==> src/design/boot_option_disk_signature_parser_top_macros.svh <==
// Assertion macros shared by the boot option disk signature parser modules.
`ifndef BOOT_OPTION_DISK_SIGNATURE_PARSER_TOP_MACROS_SVH
`define BOOT_OPTION_DISK_SIGNATURE_PARSER_TOP_MACROS_SVH

// Check that cons holds in the same cycle as ante.
`define BODSP_ASSERT_NOW(label, ante, cons, msg) \
    label: assert property (@(posedge clk) disable iff (!rst_n) (ante) |-> (cons)) \
        else $error(msg);

// Check that cons holds in the cycle after ante.
`define BODSP_ASSERT_NEXT(label, ante, cons, msg) \
    label: assert property (@(posedge clk) disable iff (!rst_n) (ante) |=> (cons)) \
        else $error(msg);

`endif

==> src/design/bodsp_pkg.sv <==
// Types and constants for the boot option disk signature parser.
package bodsp_pkg;

    // Item types on the channels
    typedef struct packed {
        logic [7:0] data_byte;
        logic       last_byte;
    } in_item_t;

    typedef struct packed {
        logic [2:0]  status;
        logic [31:0] part_num;
        logic [63:0] signature_first;
        logic [63:0] signature_second;
    } out_item_t;

    // Status codes
    localparam logic [2:0] STATUS_MBR       = 3'd0;
    localparam logic [2:0] STATUS_GPT       = 3'd1;
    localparam logic [2:0] STATUS_END_PATH  = 3'd2;
    localparam logic [2:0] STATUS_BAD_LEN   = 3'd3;
    localparam logic [2:0] STATUS_TRUNCATED = 3'd4;

    // Device path constants
    localparam logic [7:0]  END_NODE_TYPE    = 8'h7f;
    localparam logic [7:0]  END_NODE_SUBTYPE = 8'hff;
    localparam logic [7:0]  MEDIA_NODE_TYPE  = 8'h04;
    localparam logic [7:0]  HDD_NODE_SUBTYPE = 8'h01;
    localparam logic [15:0] NODE_HDR_BYTES   = 16'd4;
    localparam logic [7:0]  SIG_TYPE_MBR     = 8'h01;
    localparam logic [7:0]  SIG_TYPE_GPT     = 8'h02;

    // Byte offsets
    localparam logic [5:0] HEADER_LAST  = 6'd9;
    localparam logic [5:0] PART_END     = 6'd4;
    localparam logic [5:0] SIG_START    = 6'd20;
    localparam logic [5:0] SIG_END      = 6'd36;
    localparam logic [5:0] DISK_LAST    = 6'd37;

endpackage

==> src/design/bodsp_core.sv <==
// Parser state and per-byte next-state logic for the boot option walker.
`include "boot_option_disk_signature_parser_top_macros.svh"

module bodsp_core
    import bodsp_pkg::*;
(
    input  logic      clk,
    input  logic      rst_n,
    input  logic      step,
    input  in_item_t  item,
    output logic      res_valid,
    output out_item_t res_item
);

    // Parse phases
    localparam logic [3:0] PH_HEADER  = 4'd0;
    localparam logic [3:0] PH_DESC_LO = 4'd1;
    localparam logic [3:0] PH_DESC_HI = 4'd2;
    localparam logic [3:0] PH_TYPE    = 4'd3;
    localparam logic [3:0] PH_SUBTYPE = 4'd4;
    localparam logic [3:0] PH_LEN_LO  = 4'd5;
    localparam logic [3:0] PH_LEN_HI  = 4'd6;
    localparam logic [3:0] PH_SKIP    = 4'd7;
    localparam logic [3:0] PH_DISK    = 4'd8;
    localparam logic [3:0] PH_DONE    = 4'd9;

    logic [3:0]       phase_reg,   phase_next;
    logic [5:0]       pos_reg,     pos_next;
    logic [7:0]       low_reg,     low_next;
    logic [7:0]       kind_reg,    kind_next;
    logic [7:0]       subkind_reg, subkind_next;
    logic [15:0]      skip_reg,    skip_next;
    logic [31:0]      part_reg,    part_next;
    logic [1:0][63:0] sig_reg,     sig_next;
    logic             given_reg,   given_next;

    logic [15:0] node_len;
    logic [15:0] skip_count;
    logic [3:0]  sig_idx;
    logic [7:0]  b;

    assign b          = item.data_byte;
    assign node_len   = {b, low_reg};
    assign skip_count = node_len - NODE_HDR_BYTES;
    assign sig_idx    = 4'(pos_reg - SIG_START);

    // Compute next state and any result for the current byte
    always_comb
    begin
        phase_next   = phase_reg;
        pos_next     = pos_reg;
        low_next     = low_reg;
        kind_next    = kind_reg;
        subkind_next = subkind_reg;
        skip_next    = skip_reg;
        part_next    = part_reg;
        sig_next     = sig_reg;
        given_next   = given_reg;
        res_valid    = 1'b0;
        res_item     = '0;

        unique case (phase_reg)
            PH_HEADER:
            begin
                if (pos_reg >= HEADER_LAST)
                begin
                    pos_next   = '0;
                    phase_next = PH_DESC_LO;
                end
                else
                begin
                    pos_next = pos_reg + 6'd1;
                end
            end
            PH_DESC_LO:
            begin
                low_next   = b;
                phase_next = PH_DESC_HI;
            end
            PH_DESC_HI:
            begin
                phase_next = (low_reg == 8'd0 && b == 8'd0) ? PH_TYPE : PH_DESC_LO;
            end
            PH_TYPE:
            begin
                kind_next  = b;
                phase_next = PH_SUBTYPE;
            end
            PH_SUBTYPE:
            begin
                subkind_next = b;
                if (kind_reg == END_NODE_TYPE && b == END_NODE_SUBTYPE)
                begin
                    res_valid       = 1'b1;
                    res_item.status = STATUS_END_PATH;
                end
                else
                begin
                    phase_next = PH_LEN_LO;
                end
            end
            PH_LEN_LO:
            begin
                low_next   = b;
                phase_next = PH_LEN_HI;
            end
            PH_LEN_HI:
            begin
                if (node_len < NODE_HDR_BYTES)
                begin
                    res_valid       = 1'b1;
                    res_item.status = STATUS_BAD_LEN;
                end
                else if (kind_reg == MEDIA_NODE_TYPE && subkind_reg == HDD_NODE_SUBTYPE)
                begin
                    pos_next   = '0;
                    phase_next = PH_DISK;
                end
                else
                begin
                    skip_next  = skip_count;
                    phase_next = (skip_count == 16'd0) ? PH_TYPE : PH_SKIP;
                end
            end
            PH_SKIP:
            begin
                skip_next = skip_reg - 16'd1;
                if (skip_reg == 16'd1)
                begin
                    phase_next = PH_TYPE;
                end
            end
            PH_DISK:
            begin
                // Capture partition number and signature bytes
                if (pos_reg < PART_END)
                begin
                    part_next[{pos_reg[1:0], 3'b000} +: 8] = b;
                end
                else if (pos_reg >= SIG_START && pos_reg < SIG_END)
                begin
                    sig_next[sig_idx[3]][{sig_idx[2:0], 3'b000} +: 8] = b;
                end
                // Signature type closes the node
                if (pos_reg >= DISK_LAST)
                begin
                    pos_next = '0;
                    if (b == SIG_TYPE_MBR || b == SIG_TYPE_GPT)
                    begin
                        res_valid                 = 1'b1;
                        res_item.status           = (b == SIG_TYPE_MBR) ? STATUS_MBR
                                                                        : STATUS_GPT;
                        res_item.part_num         = part_reg;
                        res_item.signature_first  = sig_reg[0];
                        res_item.signature_second = sig_reg[1];
                    end
                    else
                    begin
                        phase_next = PH_TYPE;
                    end
                end
                else
                begin
                    pos_next = pos_reg + 6'd1;
                end
            end
            default:
            begin
                phase_next = PH_DONE;
            end
        endcase

        // Ignore further bytes of the variable once a result is out
        if (res_valid)
        begin
            phase_next = PH_DONE;
            given_next = 1'b1;
        end

        // Report truncation and restart on the final byte
        if (item.last_byte)
        begin
            if (!res_valid && !given_reg)
            begin
                res_valid       = 1'b1;
                res_item        = '0;
                res_item.status = STATUS_TRUNCATED;
            end
            phase_next   = PH_HEADER;
            pos_next     = '0;
            low_next     = '0;
            kind_next    = '0;
            subkind_next = '0;
            skip_next    = '0;
            part_next    = '0;
            sig_next     = '0;
            given_next   = 1'b0;
        end
    end

    // Advance state on each processed byte
    always_ff @(posedge clk or negedge rst_n)
    begin
        if (!rst_n)
        begin
            phase_reg   <= PH_HEADER;
            pos_reg     <= '0;
            low_reg     <= '0;
            kind_reg    <= '0;
            subkind_reg <= '0;
            skip_reg    <= '0;
            part_reg    <= '0;
            sig_reg     <= '0;
            given_reg   <= 1'b0;
        end
        else if (step)
        begin
            phase_reg   <= phase_next;
            pos_reg     <= pos_next;
            low_reg     <= low_next;
            kind_reg    <= kind_next;
            subkind_reg <= subkind_next;
            skip_reg    <= skip_next;
            part_reg    <= part_next;
            sig_reg     <= sig_next;
            given_reg   <= given_next;
        end
    end

    `BODSP_ASSERT_NOW(a_done_given, phase_reg == PH_DONE, given_reg,
        "done phase without a given result")
    `BODSP_ASSERT_NEXT(a_last_restart, step && item.last_byte,
        phase_reg == PH_HEADER && !given_reg && pos_reg == 6'd0,
        "parser did not restart after final byte")
    `BODSP_ASSERT_NEXT(a_one_result, step && res_valid && !item.last_byte,
        given_reg && phase_reg == PH_DONE,
        "result given without entering done phase")

endmodule

==> src/design/boot_option_disk_signature_parser_top.sv <==
// Boot option disk signature parser: top level with input and result registers.
//
// Usage:
//   Input channel in_valid/in_ready/in_data carries one byte of a firmware
//   boot option variable per item, with last_byte set on its final byte.
//   Output channel out_valid/out_ready/out_data carries at most one result
//   per variable: MBR or GPT disk found (with partition number and 16-byte
//   signature), end of path, bad node length, or truncation.
//   A byte accepted into the input register is parsed when it steps on,
//   and its result is captured in the result register and shown from it.
//   Throughput: one byte per cycle while no result is stalled by the
//   receiver; the parser updates phase and captures fields per byte.
//   When the receiver stalls a waiting result, the input register still
//   takes one more byte; further bytes wait until the result is taken.
//   Reset (rst_n low, asynchronous) empties both registers and returns the
//   parser to the header-skip phase. After the final byte the parser
//   restarts on its own for the next variable.
`include "boot_option_disk_signature_parser_top_macros.svh"

module boot_option_disk_signature_parser_top
    import bodsp_pkg::*;
(
    input  logic      clk,
    input  logic      rst_n,
    input  logic      in_valid,
    output logic      in_ready,
    input  in_item_t  in_data,
    output logic      out_valid,
    input  logic      out_ready,
    output out_item_t out_data
);

    logic      in_valid_reg;
    in_item_t  in_item_reg;
    logic      out_valid_reg;
    out_item_t out_item_reg;

    logic      advance;
    logic      step;
    logic      res_valid;
    out_item_t res_item;

    // Move a byte forward when the result register can take its outcome
    assign advance  = !out_valid_reg || out_ready;
    assign step     = in_valid_reg && advance;
    assign in_ready = !in_valid_reg || advance;

    bodsp_core u_core (
        .clk       (clk),
        .rst_n     (rst_n),
        .step      (step),
        .item      (in_item_reg),
        .res_valid (res_valid),
        .res_item  (res_item)
    );

    // Input register
    always_ff @(posedge clk or negedge rst_n)
    begin
        if (!rst_n)
        begin
            in_valid_reg <= 1'b0;
        end
        else if (in_valid && in_ready)
        begin
            in_valid_reg <= 1'b1;
        end
        else if (step)
        begin
            in_valid_reg <= 1'b0;
        end
    end

    always_ff @(posedge clk)
    begin
        if (in_valid && in_ready)
        begin
            in_item_reg <= in_data;
        end
    end

    // Result register
    always_ff @(posedge clk or negedge rst_n)
    begin
        if (!rst_n)
        begin
            out_valid_reg <= 1'b0;
        end
        else if (advance)
        begin
            out_valid_reg <= step && res_valid;
        end
    end

    always_ff @(posedge clk)
    begin
        if (step && res_valid)
        begin
            out_item_reg <= res_item;
        end
    end

    assign out_valid = out_valid_reg;
    assign out_data  = out_item_reg;

    `BODSP_ASSERT_NEXT(a_in_hold, in_valid_reg && !advance,
        in_valid_reg && $stable(in_item_reg),
        "input register lost a stalled item")
    `BODSP_ASSERT_NOW(a_no_disk_zero,
        out_valid_reg && (out_item_reg.status == STATUS_END_PATH ||
            out_item_reg.status == STATUS_BAD_LEN ||
            out_item_reg.status == STATUS_TRUNCATED),
        out_item_reg.part_num == 32'd0 && out_item_reg.signature_first == 64'd0 &&
            out_item_reg.signature_second == 64'd0,
        "status without disk carries nonzero fields")
    `BODSP_ASSERT_NEXT(a_out_drain, out_ready && !step,
        !out_valid_reg,
        "result shown without a parsed byte")

endmodule
==> config.mk <==
export PLATFORM = sky130hd
export DESIGN_NAME = boot_option_disk_signature_parser_top
export DESIGN_NICKNAME = d
export VERILOG_FILES = /design/src/design/bodsp_pkg.sv /design/src/design/bodsp_core.sv /design/src/design/boot_option_disk_signature_parser_top.sv
export VERILOG_INCLUDE_DIRS = /design/src /design/src/design
export SDC_FILE = /design/constraint.sdc
export NUM_CORES = 1
export LEC_CHECK = 0
export BUFFER_PORTS_ARGS = -buffer_cell sky130_fd_sc_hd__buf_2
export CORE_ASPECT_RATIO = 1.75
export CORE_MARGIN = 2
export CORE_UTILIZATION = 45
export CTS_CLUSTER_SIZE = 20
export DETAILED_ROUTE_END_ITERATION = 10
export REMOVE_ABC_BUFFERS = 1
export SKIP_LAST_GASP = 1
export SLEW_MARGIN = 20
export SYNTH_ARGS = -nofsm -noshare
export SYNTH_HDL_FRONTEND = slang
export SYNTH_SLANG_ARGS = --single-unit
export TNS_END_PERCENT = 100
==> constraint.sdc <==
create_clock -name clk -period 14.7 [get_ports clk]
set_clock_uncertainty 0.05 [all_clocks]
set_input_delay 0.735 -clock clk [delete_from_list [all_inputs] [get_ports clk]]
set_output_delay 0.735 -clock clk [all_outputs]
set_load 0.02 [all_outputs]
**Word level (Yosys, flattened, before mapping)**

Index checks and enable logic that the tools add are counted.

- Add/sub/neg operators: 6
- Order comparisons: 8
- Equal/unequal tests: 25
- Shifts and indexed selects: 4
- Multiplexer cells: 59
- Reductions and logical operators: 40

Operators by type and width:

| kind | number |
|---|---|
| 163-bit 2-to-1 mux | 4 |
| 128-bit 2-to-1 mux | 4 |
| 160-bit 2-to-1 mux | 1 |
| 128-bit bitwise mux | 1 |
| 32-bit 2-to-1 mux | 3 |
| 64-bit demux with 1-bit select | 1 |
| 64-bit 2-to-1 mux | 1 |
| 8-bit by 8-bit variable shift with 64-bit output (first input constant) | 1 |
| 8-bit by 8-bit variable part select with 64-bit output | 1 |
| 16-bit 2-to-1 mux | 3 |
| 8-bit 2-to-1 mux | 6 |
| 4-bit 2-to-1 mux | 9 |
| 4-bit one-hot mux with 9 select lines | 1 |
| 32-bit bitwise mux | 1 |
| 16-bit one-hot mux with 2 select lines | 1 |
| 8-bit by 7-bit variable shift with 32-bit output (first input constant) | 1 |
| 8-bit by 7-bit variable part select with 32-bit output | 1 |
| 6-bit 2-to-1 mux | 5 |
| 6-bit one-hot mux with 3 select lines | 1 |
| 16-bit by 1-bit equality test with 1-bit output (second input constant) | 1 |
| 4-bit by 3-bit equality test with 1-bit output (second input constant) | 4 |
| 8-bit by 1-bit equality test with 1-bit output (second input constant) | 2 |
| 16-bit zero test | 1 |
| 8-bit zero test | 2 |
| 43 further kinds | 86 |

- Register bits after elaboration: 385
- Output and inout bits: 165

**Depth between registers and ports, before layout**

Gate-level depths: netlist (run 1).

- Depth after elaboration: 10
- Mapped depth: 12

**Hierarchy**

From an unflattened synthesis (run 1), not the netlist that was laid out.

- Cell total of the unflattened synthesis: 1,386
- Area total of the unflattened synthesis: 16,619.7 µm²

Modules (own cells, without submodules):

| module | times used | cells an instance | area an instance (µm²) | seq. area each (µm²) |
|---|---|---|---|---|
| bodsp_core | 1 | 1,204 | 11,343.4 | 5,280.1 |
| boot_option_disk_signature_parser_top | 1 | 182 | 5,276.3 | 5,215.0 |

**Worst setup path before layout (run 1)**

OpenSTA, ideal clock, no wires.

- Kind: register -> register
- Start point: register u_core.pos_reg[0]
- End point: register out_item_reg, in the netlist out_data[0], enable pin
- Setup time: 741 ps
- Data arrival time: 9,646 ps
- Required time: 13,909 ps
- Setup slack: 4,263 ps
- Cell stages (with the launch flop): 10
- Buffers on the path: 2
- Cell sequence: dfrtp_1 buf_4 inv_1 ha_1 buf_2 nand2b_1 a31o_2 nand3_1 and3_4 a21oi_1

- Cells in the longest elaborated chain, start to end: 8

Ends and longest elaborated chain:

| element | RTL line | source |
|---|---|---|
| start, declared | bodsp_core.sv:28 | `logic [5:0] pos_reg, pos_next;` |
| start signal, assigned | bodsp_core.sv:219 | `pos_reg <= pos_next;` |
| 6-bit greater-or-equal comparator * | bodsp_core.sv:145 | `if (pos_reg >= DISK_LAST)` |
| 1-bit 2-to-1 mux * | bodsp_core.sv:145 |  |
| 1-bit one-hot mux with 3 select lines * | bodsp_core.sv:62 | `unique case (phase_reg)` |
| 1-bit zero test | bodsp_core.sv:183 | `if (!res_valid && !given_reg)` |
| 1-bit logical AND | bodsp_core.sv:183 |  |
| 1-bit 2-to-1 mux | bodsp_core.sv:183 |  |
| 1-bit 2-to-1 mux * | bodsp_core.sv:181 | `if (item.last_byte)` |
| 1-bit logical AND * | boot_option_disk_signature_parser_top.sv:97 | `if (step && res_valid)` |
| end signal, assigned | boot_option_disk_signature_parser_top.sv:99 | `out_item_reg <= res_item;` |
| end, declared | boot_option_disk_signature_parser_top.sv:36 | `out_item_t out_item_reg;` |

Every way passes the cells marked *; elsewhere a longest branch is shown, timed or not.
A chain may end at the register's enable or synchronous reset.

**Worst setup path after layout (run 1)**

- Start point: register u_core.pos_reg[0]
- End point: register out_item_reg, in the netlist out_data[127], enable pin

Same word-level chain as after synthesis.

==> impl_results.md, run 1 <==
* PD cells at between 100 and 150 nW/um^2
* Num rows at 92
* Routed WL at slightly below 40 mm
* Leak at 7.71 nW
* Power consumption at roughly 2.5 mW
* Share of layout cells above drive strength 1 at roughly 17%
* Port bufs at 177
* CTS tree: yes
* GPL Wtd Cong at 0.888
* Worst Path Arrival at 4.56 ns
* CTS Buf Count at 35
* Synth async-reset ratio at between 50% and 60%
* Die Wd at 148 um
* Slew Limit Fails at 0
* Clock buffer depth at 3
* Final TNS setup at 0 ns
* Vias in the first global route at 10953
* Mapped Area at about 16000 um^2
* CP Cell Sequence: inv_1 > ha_1 > nand2b_1 > a31o_2 > nand3_1 > and3_4 > a21oi_4 > buf_4
* Dpl cell area at about 17000 um^2
* Die height at 255 um
* Mapped Cells at 1367
* Status: finished, final reports clean
* Wire per inst at 19.9 um
* Worst Hold Class: in2async
* Max FO, Critical Path at 80
* Root buf cell: clkbuf_16
* Vias at 10770
* DRC at 0
* Clk slew on worst S/H paths at 0.06 ns
* Worst skew pair latency at 0.53 ns
* IO Count at 178
* Total track usage at a little over a fifth
* Kind of critical path: reg2reg
* F_max at between 200 and 250 MHz
* WP data required at 14.80 ns
* Final period util at 30.3%
* CP startpoint kind: register
* Initial core utilization at 45.4%
* Area delta synth->final at 14.2%
* Fillcell total at 3190
* HPWL after DPL at 26.3 mm
* Fin crit period at 4.46 ns
* Crit-path slowest cell: buf_4
* Initial DRT Pass Iterations at 5
* DR iter-0 viols at between 700 and 800
* Die area at ~38000 um^2
* Largest net degree at the start of global routing at between 100 and 150
* DR vias/cell at 5.40
* Register bit total from synthesis at 385
* Max-Cap Viols at 0
* Final hold viol count at 0
* VDD IR max at 0.0986 mV
* Peak per-stage delay on the critical path at 0.85 ns
* Number of setup buffers added after CTS at 0
* Least-Margin Pin Slew at 1.10 ns
* Initial antenna violation count at 0
* Inserted Diodes at 0
* Post-CTS sizing at 0
* First-pass GRT wire length at 63.0 mm
* Max reg flops at around 160
* GRT overflow at 0
* Routed Antenna Nets at 0
* CTS H-tree depth at 2
* Slew headroom at 26.0%
* Final instance area at 18600 um^2
* Minimum hold slack at around 0.15 ns
* Worst setup EP type: register
* Net count, final at between 1500 and 2000
* RSZ-0062 raised after global routing: no
* Final setup vio count at 0
* Post-CTS Hold Buffers at 0
* Sequential cell area fraction in the yosys report at 64.6%
* Distinct cells, synth at 71
* Number of synthesized flops with an enable pin at 172
* # clock sinks at 385
* CORE AREA at 35800 um^2
* YS warnings at 0
* Mean post-synth cell area at 11.9 um^2
* Ys flop type: dfrtp_1
==> cell usage in the layout (no fill, tap or decap), types with 29 or more instances in the layout <==
master	count
dfrtp_1	213
buf_2	176
edfxtp_1	172
and2_1	148
nand2_1	140
o21ai_0	117
nand3_1	75
nor2_1	67
mux2i_1	59
clkbuf_16	35
inv_1	29
a22o_1	29
==> metrics by stage <==
step                utilization, %  setup WS, ns  std cells
floorplan                        -          3.98       1279
global placement              48.8         10.36       1934
detailed placement            48.8         10.23       1934
CTS                           51.8         10.23       1996
global route                  51.8          9.96       1996
finish                        51.8         10.24       1996
==> power breakdown <==
| part | total (mW) | internal, mW | switching [mW] |
|---|---|---|---|
| sequential | 1.26 | 1.20 | 0.0683 |
| combinational | 0.386 | 0.116 | 0.270 |
| clock | 0.882 | 0.482 | 0.400 |
| total | 2.53 | 1.79 | 0.739 |
==> synthesized netlist by cell type (8+ instances only) <==
| cell type | instances | area, um^2 |
|---|---|---|
| a21oi_1 | 25 | 125 |
| a22o_1 | 29 | 254 |
| a31oi_1 | 10 | 62.6 |
| and2_1 | 148 | 926 |
| and3_1 | 8 | 50.1 |
| buf_2 | 9 | 45.0 |
| clkbuf_1 | 71 | 267 |
| dfrtp_1 | 213 | 5330 |
| edfxtp_1 | 172 | 5160 |
| ha_1 | 15 | 188 |
| inv_1 | 29 | 109 |
| mux2i_1 | 59 | 591 |
| nand2_1 | 141 | 529 |
| nand2b_1 | 10 | 62.6 |
| nand3_1 | 75 | 375 |
| nand4_1 | 12 | 75.1 |
| nor2_1 | 67 | 251 |
| nor3_1 | 14 | 70.1 |
| nor4_1 | 13 | 81.3 |
| o21ai_0 | 117 | 586 |
| o21ai_1 | 13 | 65.1 |
| o31ai_1 | 9 | 67.6 |
| xnor2_1 | 8 | 70.1 |
==> kinds of logic after synthesis <==
| kind of cell | synth area share (%) |
|---|---|
| adders and majority gates | 1.16 |
| DFF | 64.6 |
| buffers and inverters | 2.80 |
| xor gates and xnor gates | 0.701 |
| muxes | 3.71 |
| and+or+nand+nor | 18.2 |
| AOI/OAI and AO/OA | 8.77 |
==> critical path, delay by kind of cell, from the launching register on <==
kind / cells / cell delay, ns
DFF: 1 / 0.65
and+or+nand+nor: 3 / 1.19
buffers and inverters: 2 / 1.10
adders and majority gates: 1 / 0.38
AOI/OAI and AO/OA: 2 / 0.65
==> area by class of cell <==
class | instances | area (um^2) | area share [%]
flip-flops and latches | 385 | 10500 | 56.6
multi-input cells | 865 | 5320 | 28.7
repair buffers | 185 | 962 | 5.19
clock buffers | 43 | 916 | 4.94
well taps | 470 | 588 | 3.17
clock inverters | 19 | 159 | 0.857
inverters | 29 | 109 | 0.587
==> path summary, 6_finish.rpt <==
| check | from | end | slack, ns | cells past startpoint |
|---|---|---|---|---|
| max in group asynchronous | rst_n | u_core.sig_reg[74] | 13.13 | 2 |
| worst min-delay path | rst_n | u_core.skip_reg[2] | 0.15 | 1 |
| worst min register to register | u_core.part_reg[6] | u_core.part_reg[6] | 0.42 | 2 |
| worst max register to register | u_core.pos_reg[0] | out_data[127] | 10.24 | 8 |
| min in group clk | in_data[3] | in_item_reg[3] | 0.33 | 1 |
| worst max-delay path | u_core.pos_reg[0] | out_data[127] | 10.24 | 8 |
==> layer usage <==
layer / part of all wire, % / up-vias / GRT usage (%) / routed length [um]
li1: - / 5101 / - / -
met4: 4.7 / 0 / 9.67 / 1860
met1: 40 / 5265 / 26.4 / 15800
met5: 0 / - / 0 / 0
met3: 4.5 / 99 / 3.00 / 1790
met2: 51 / 305 / 37.0 / 20300
(Power assumes the default switching activity.)
==> inputs of run 2 (changes only) <==
Settings changed: PLACE_DENSITY set to 0.66.
Clock period 14.7 ns to 3.92 ns, I/O delays scaled along.
==> impl_results.md, run 2 (synthesis results as in run 1) <==
* Port bufs at 177 (unchanged)
* Die Wd at 148 um (unchanged)
* Max FO, Critical Path at 12 (-85%)
* Vias at 11091 (+3.0%)
* Dpl cell area at 17700 um^2 (+1.1%)
* Crit path buffers/inverters at 2 (unchanged)
* Fillcell total at 3107 (-2.6%)
* Area delta synth->final at 16.7%
* Crit path launch: u_core.pos_reg[0]
* Kind of critical path: reg2reg
* Worst setup EP type: register
* CP startpoint kind: register
* Peak per-stage delay on the critical path at 0.55 ns (-0.30 ns)
* Crit path depth at 8 (unchanged)
* Max-Cap Viols at 0 (unchanged)
* Leak at 7.93 nW (+2.9%)
* CTS H-tree depth at 2 (unchanged)
* Worst Path Arrival at 3.61 ns (-0.95 ns)
* Die height at 255 um (unchanged)
* Vias in the first global route at 11114 (+1.5%)
* RSZ-0062 raised after global routing: no
* Power consumption at 9.66 mW (+280%)
* First-pass GRT wire length at 61.7 mm (-2.0%)
* Final setup vio count at 0 (unchanged)
* CTS Buf Count at 36 (+2.9%)
* Initial core utilization at 45.4% (unchanged)
* FF-to-FF End: u_core.sig_reg[101]
* Routed WL at 38.8 mm (-2.4%)
* Num rows at 92 (unchanged)
* IO Count at 178 (unchanged)
* Final Worst Setup Slack at 0.714 ns (-9.53 ns)
* Fin crit period at 3.21 ns (-1.25 ns)
* Worst setup path end: u_core.sig_reg[101]
* Largest net degree at the start of global routing at 106 (-23%)
* Reg-to-Reg Start: u_core.pos_reg[0]
* Top delay family on crit path: simple AND/OR/NAND/NOR gates
* CTS tree: yes
* Initial DRT Pass Iterations at 5 (unchanged)
* Number of setup buffers added after CTS at 0 (unchanged)
* Final period util at 81.8% (+51 points)
* Crit-path slowest cell: or3b_1
* Slew Limit Fails at 0 (unchanged)
* Worst Hold Class: in2async
* Net count, final at 1562 (+2.2%)
* # clock sinks at 385 (unchanged)
* DR vias/cell at 5.46 (+1.2%)
* Clk slew on worst S/H paths at 0.07 ns (about the same)
* CP Cell Sequence: buf_4 > inv_1 > ha_1 > ha_1 > or3b_1 > nand3b_1 > nor3_4 > mux2i_1
* Cell Count Post-Placement at 1953 (+0.98%)
* VDD IR max at 0.387 mV (+290%)
* Die area at 37700 um^2 (unchanged)
* DR iter-0 viols at 614 (-16%)
* Root buf cell: clkbuf_16
* GPL Wtd Cong at 0.853 (-3.9%)
* Inserted Diodes at 0 (unchanged)
* DP Worst Slack at 0.755 ns (-9.48 ns)
* CORE AREA at 35800 um^2 (unchanged)
* Share of layout cells above drive strength 1 at 18.1% (+1.1 points)
* Least-Margin Pin Slew at 0.943 ns (-0.157 ns)
* Most frequent cells in the layout: dfrtp_1, buf_2, edfxtp_1, and2_1, nand2_1
* GRT overflow at 0 (unchanged)
* Routed Antenna Nets at 0 (unchanged)
* Reg2reg setup slack at 0.71 ns (-9.53 ns)
* Wire per inst at 19.1 um (-4.1%)
* Final instance area at 19000 um^2 (+2.2%)
* WP data required at 4.32 ns (-10.48 ns)
* PD cells at 510 nW/um^2 (+270%)
* Max reg flops at 163 (unchanged)
* FF-to-FF path depth at 8 (unchanged)
* Most used cell, CP: ha_1
* F_max at 312 MHz (+39%)
* Post-CTS sizing at 0 (unchanged)
* DRC at 0 (unchanged)
* Clock buffer depth at 3 (unchanged)
* Fin cells at 2032 (+1.8%)
* Worst skew pair latency at 0.53 ns (about the same)
* Most common cell after layout, fill and taps aside: dfrtp_1
* Final hold viol count at 0 (unchanged)
* Status: finished, final reports clean
* Total track usage at 20.6% (-0.71 points)
* Initial antenna violation count at 0 (unchanged)
* HPWL after DPL at 25.2 mm (-4.1%)
* Slew headroom at 36.7% (+11 points)
run 2: cell types whose count changed in the layout (fill, tap and decap cells not counted), moves of 2 or more:
cell | before | now
buf_12 | 0 | 4
clkbuf_16 | 35 | 38
inv_6 | 2 | 0
buf_4 | 6 | 23
clkinvlp_4 | 4 | 0
dlygate4sd3_1 | 0 | 13
buf_6 | 2 | 0
clkinv_2 | 4 | 8
run 2: cell type report:
type	count	area [um^2]	share of cell area (%)
clock inverter	20	160	0.845
timing repair buffer	217	1280	6.74
tap	470	588	3.10
inverter	29	109	0.574
sequential	385	10500	55.4
multi-input combinational	865	5330	28.1
clock buffer	46	1000	5.28
run 2: worst min path at each step:
stage	start	to	slack, ns	depth (start not counted)
after global routing	rst_n	u_core.sig_reg[66]	0.23	2
after detailed placement	rst_n	u_core.sig_reg[69]	0.18	1
after floorplan	rst_n	in_valid_reg	-0.15	0
final	rst_n	u_core.sig_reg[67]	0.18	2
after CTS	rst_n	u_core.sig_reg[20]	0.21	2
after global placement	rst_n	u_core.sig_reg[69]	0.17	1
run 2: per-stage QoR:
| stage | util (%) | setup TNS [ns] | hold slack, ns |
|---|---|---|---|
| after floorplan | - | -1114.60 | -0.150 |
| after global placement | 49.3 | 0 | 0.172 |
| after detailed placement | 49.3 | 0 | 0.176 |
| after CTS | 52.9 | 0 | 0.206 |
| after global routing | 52.9 | 0 | 0.230 |
| final | 52.9 | 0 | 0.184 |
run 2: layer usage:
layer  GRT usage, %  share of wire, %  routed length, um  vias up
met5              0                 0                  0        -
met3           2.50               4.2               1640       91
met1           25.8                41              15800     5496
met4           7.21               3.1               1190        0
li1               -                 -                  -     5161
met2           36.8                52              20200      343
run 2: repair_timing:
| action | 4_1_cts | 5_1_grt |
|---|---|---|
| hold endpoints to repair | 74 | 0 |
| hold buffers | 13 | 0 |
| setup endpoints to repair | 0 | 0 |
run 2: report_power, final:
part	leakage [nW]	internal, mW	switching, mW	total, mW
Combinational	2.68	0.475	1.02	1.50
Clock	0.575	1.95	1.51	3.46
Sequential	4.68	4.48	0.223	4.71
Total	7.93	6.91	2.75	9.66
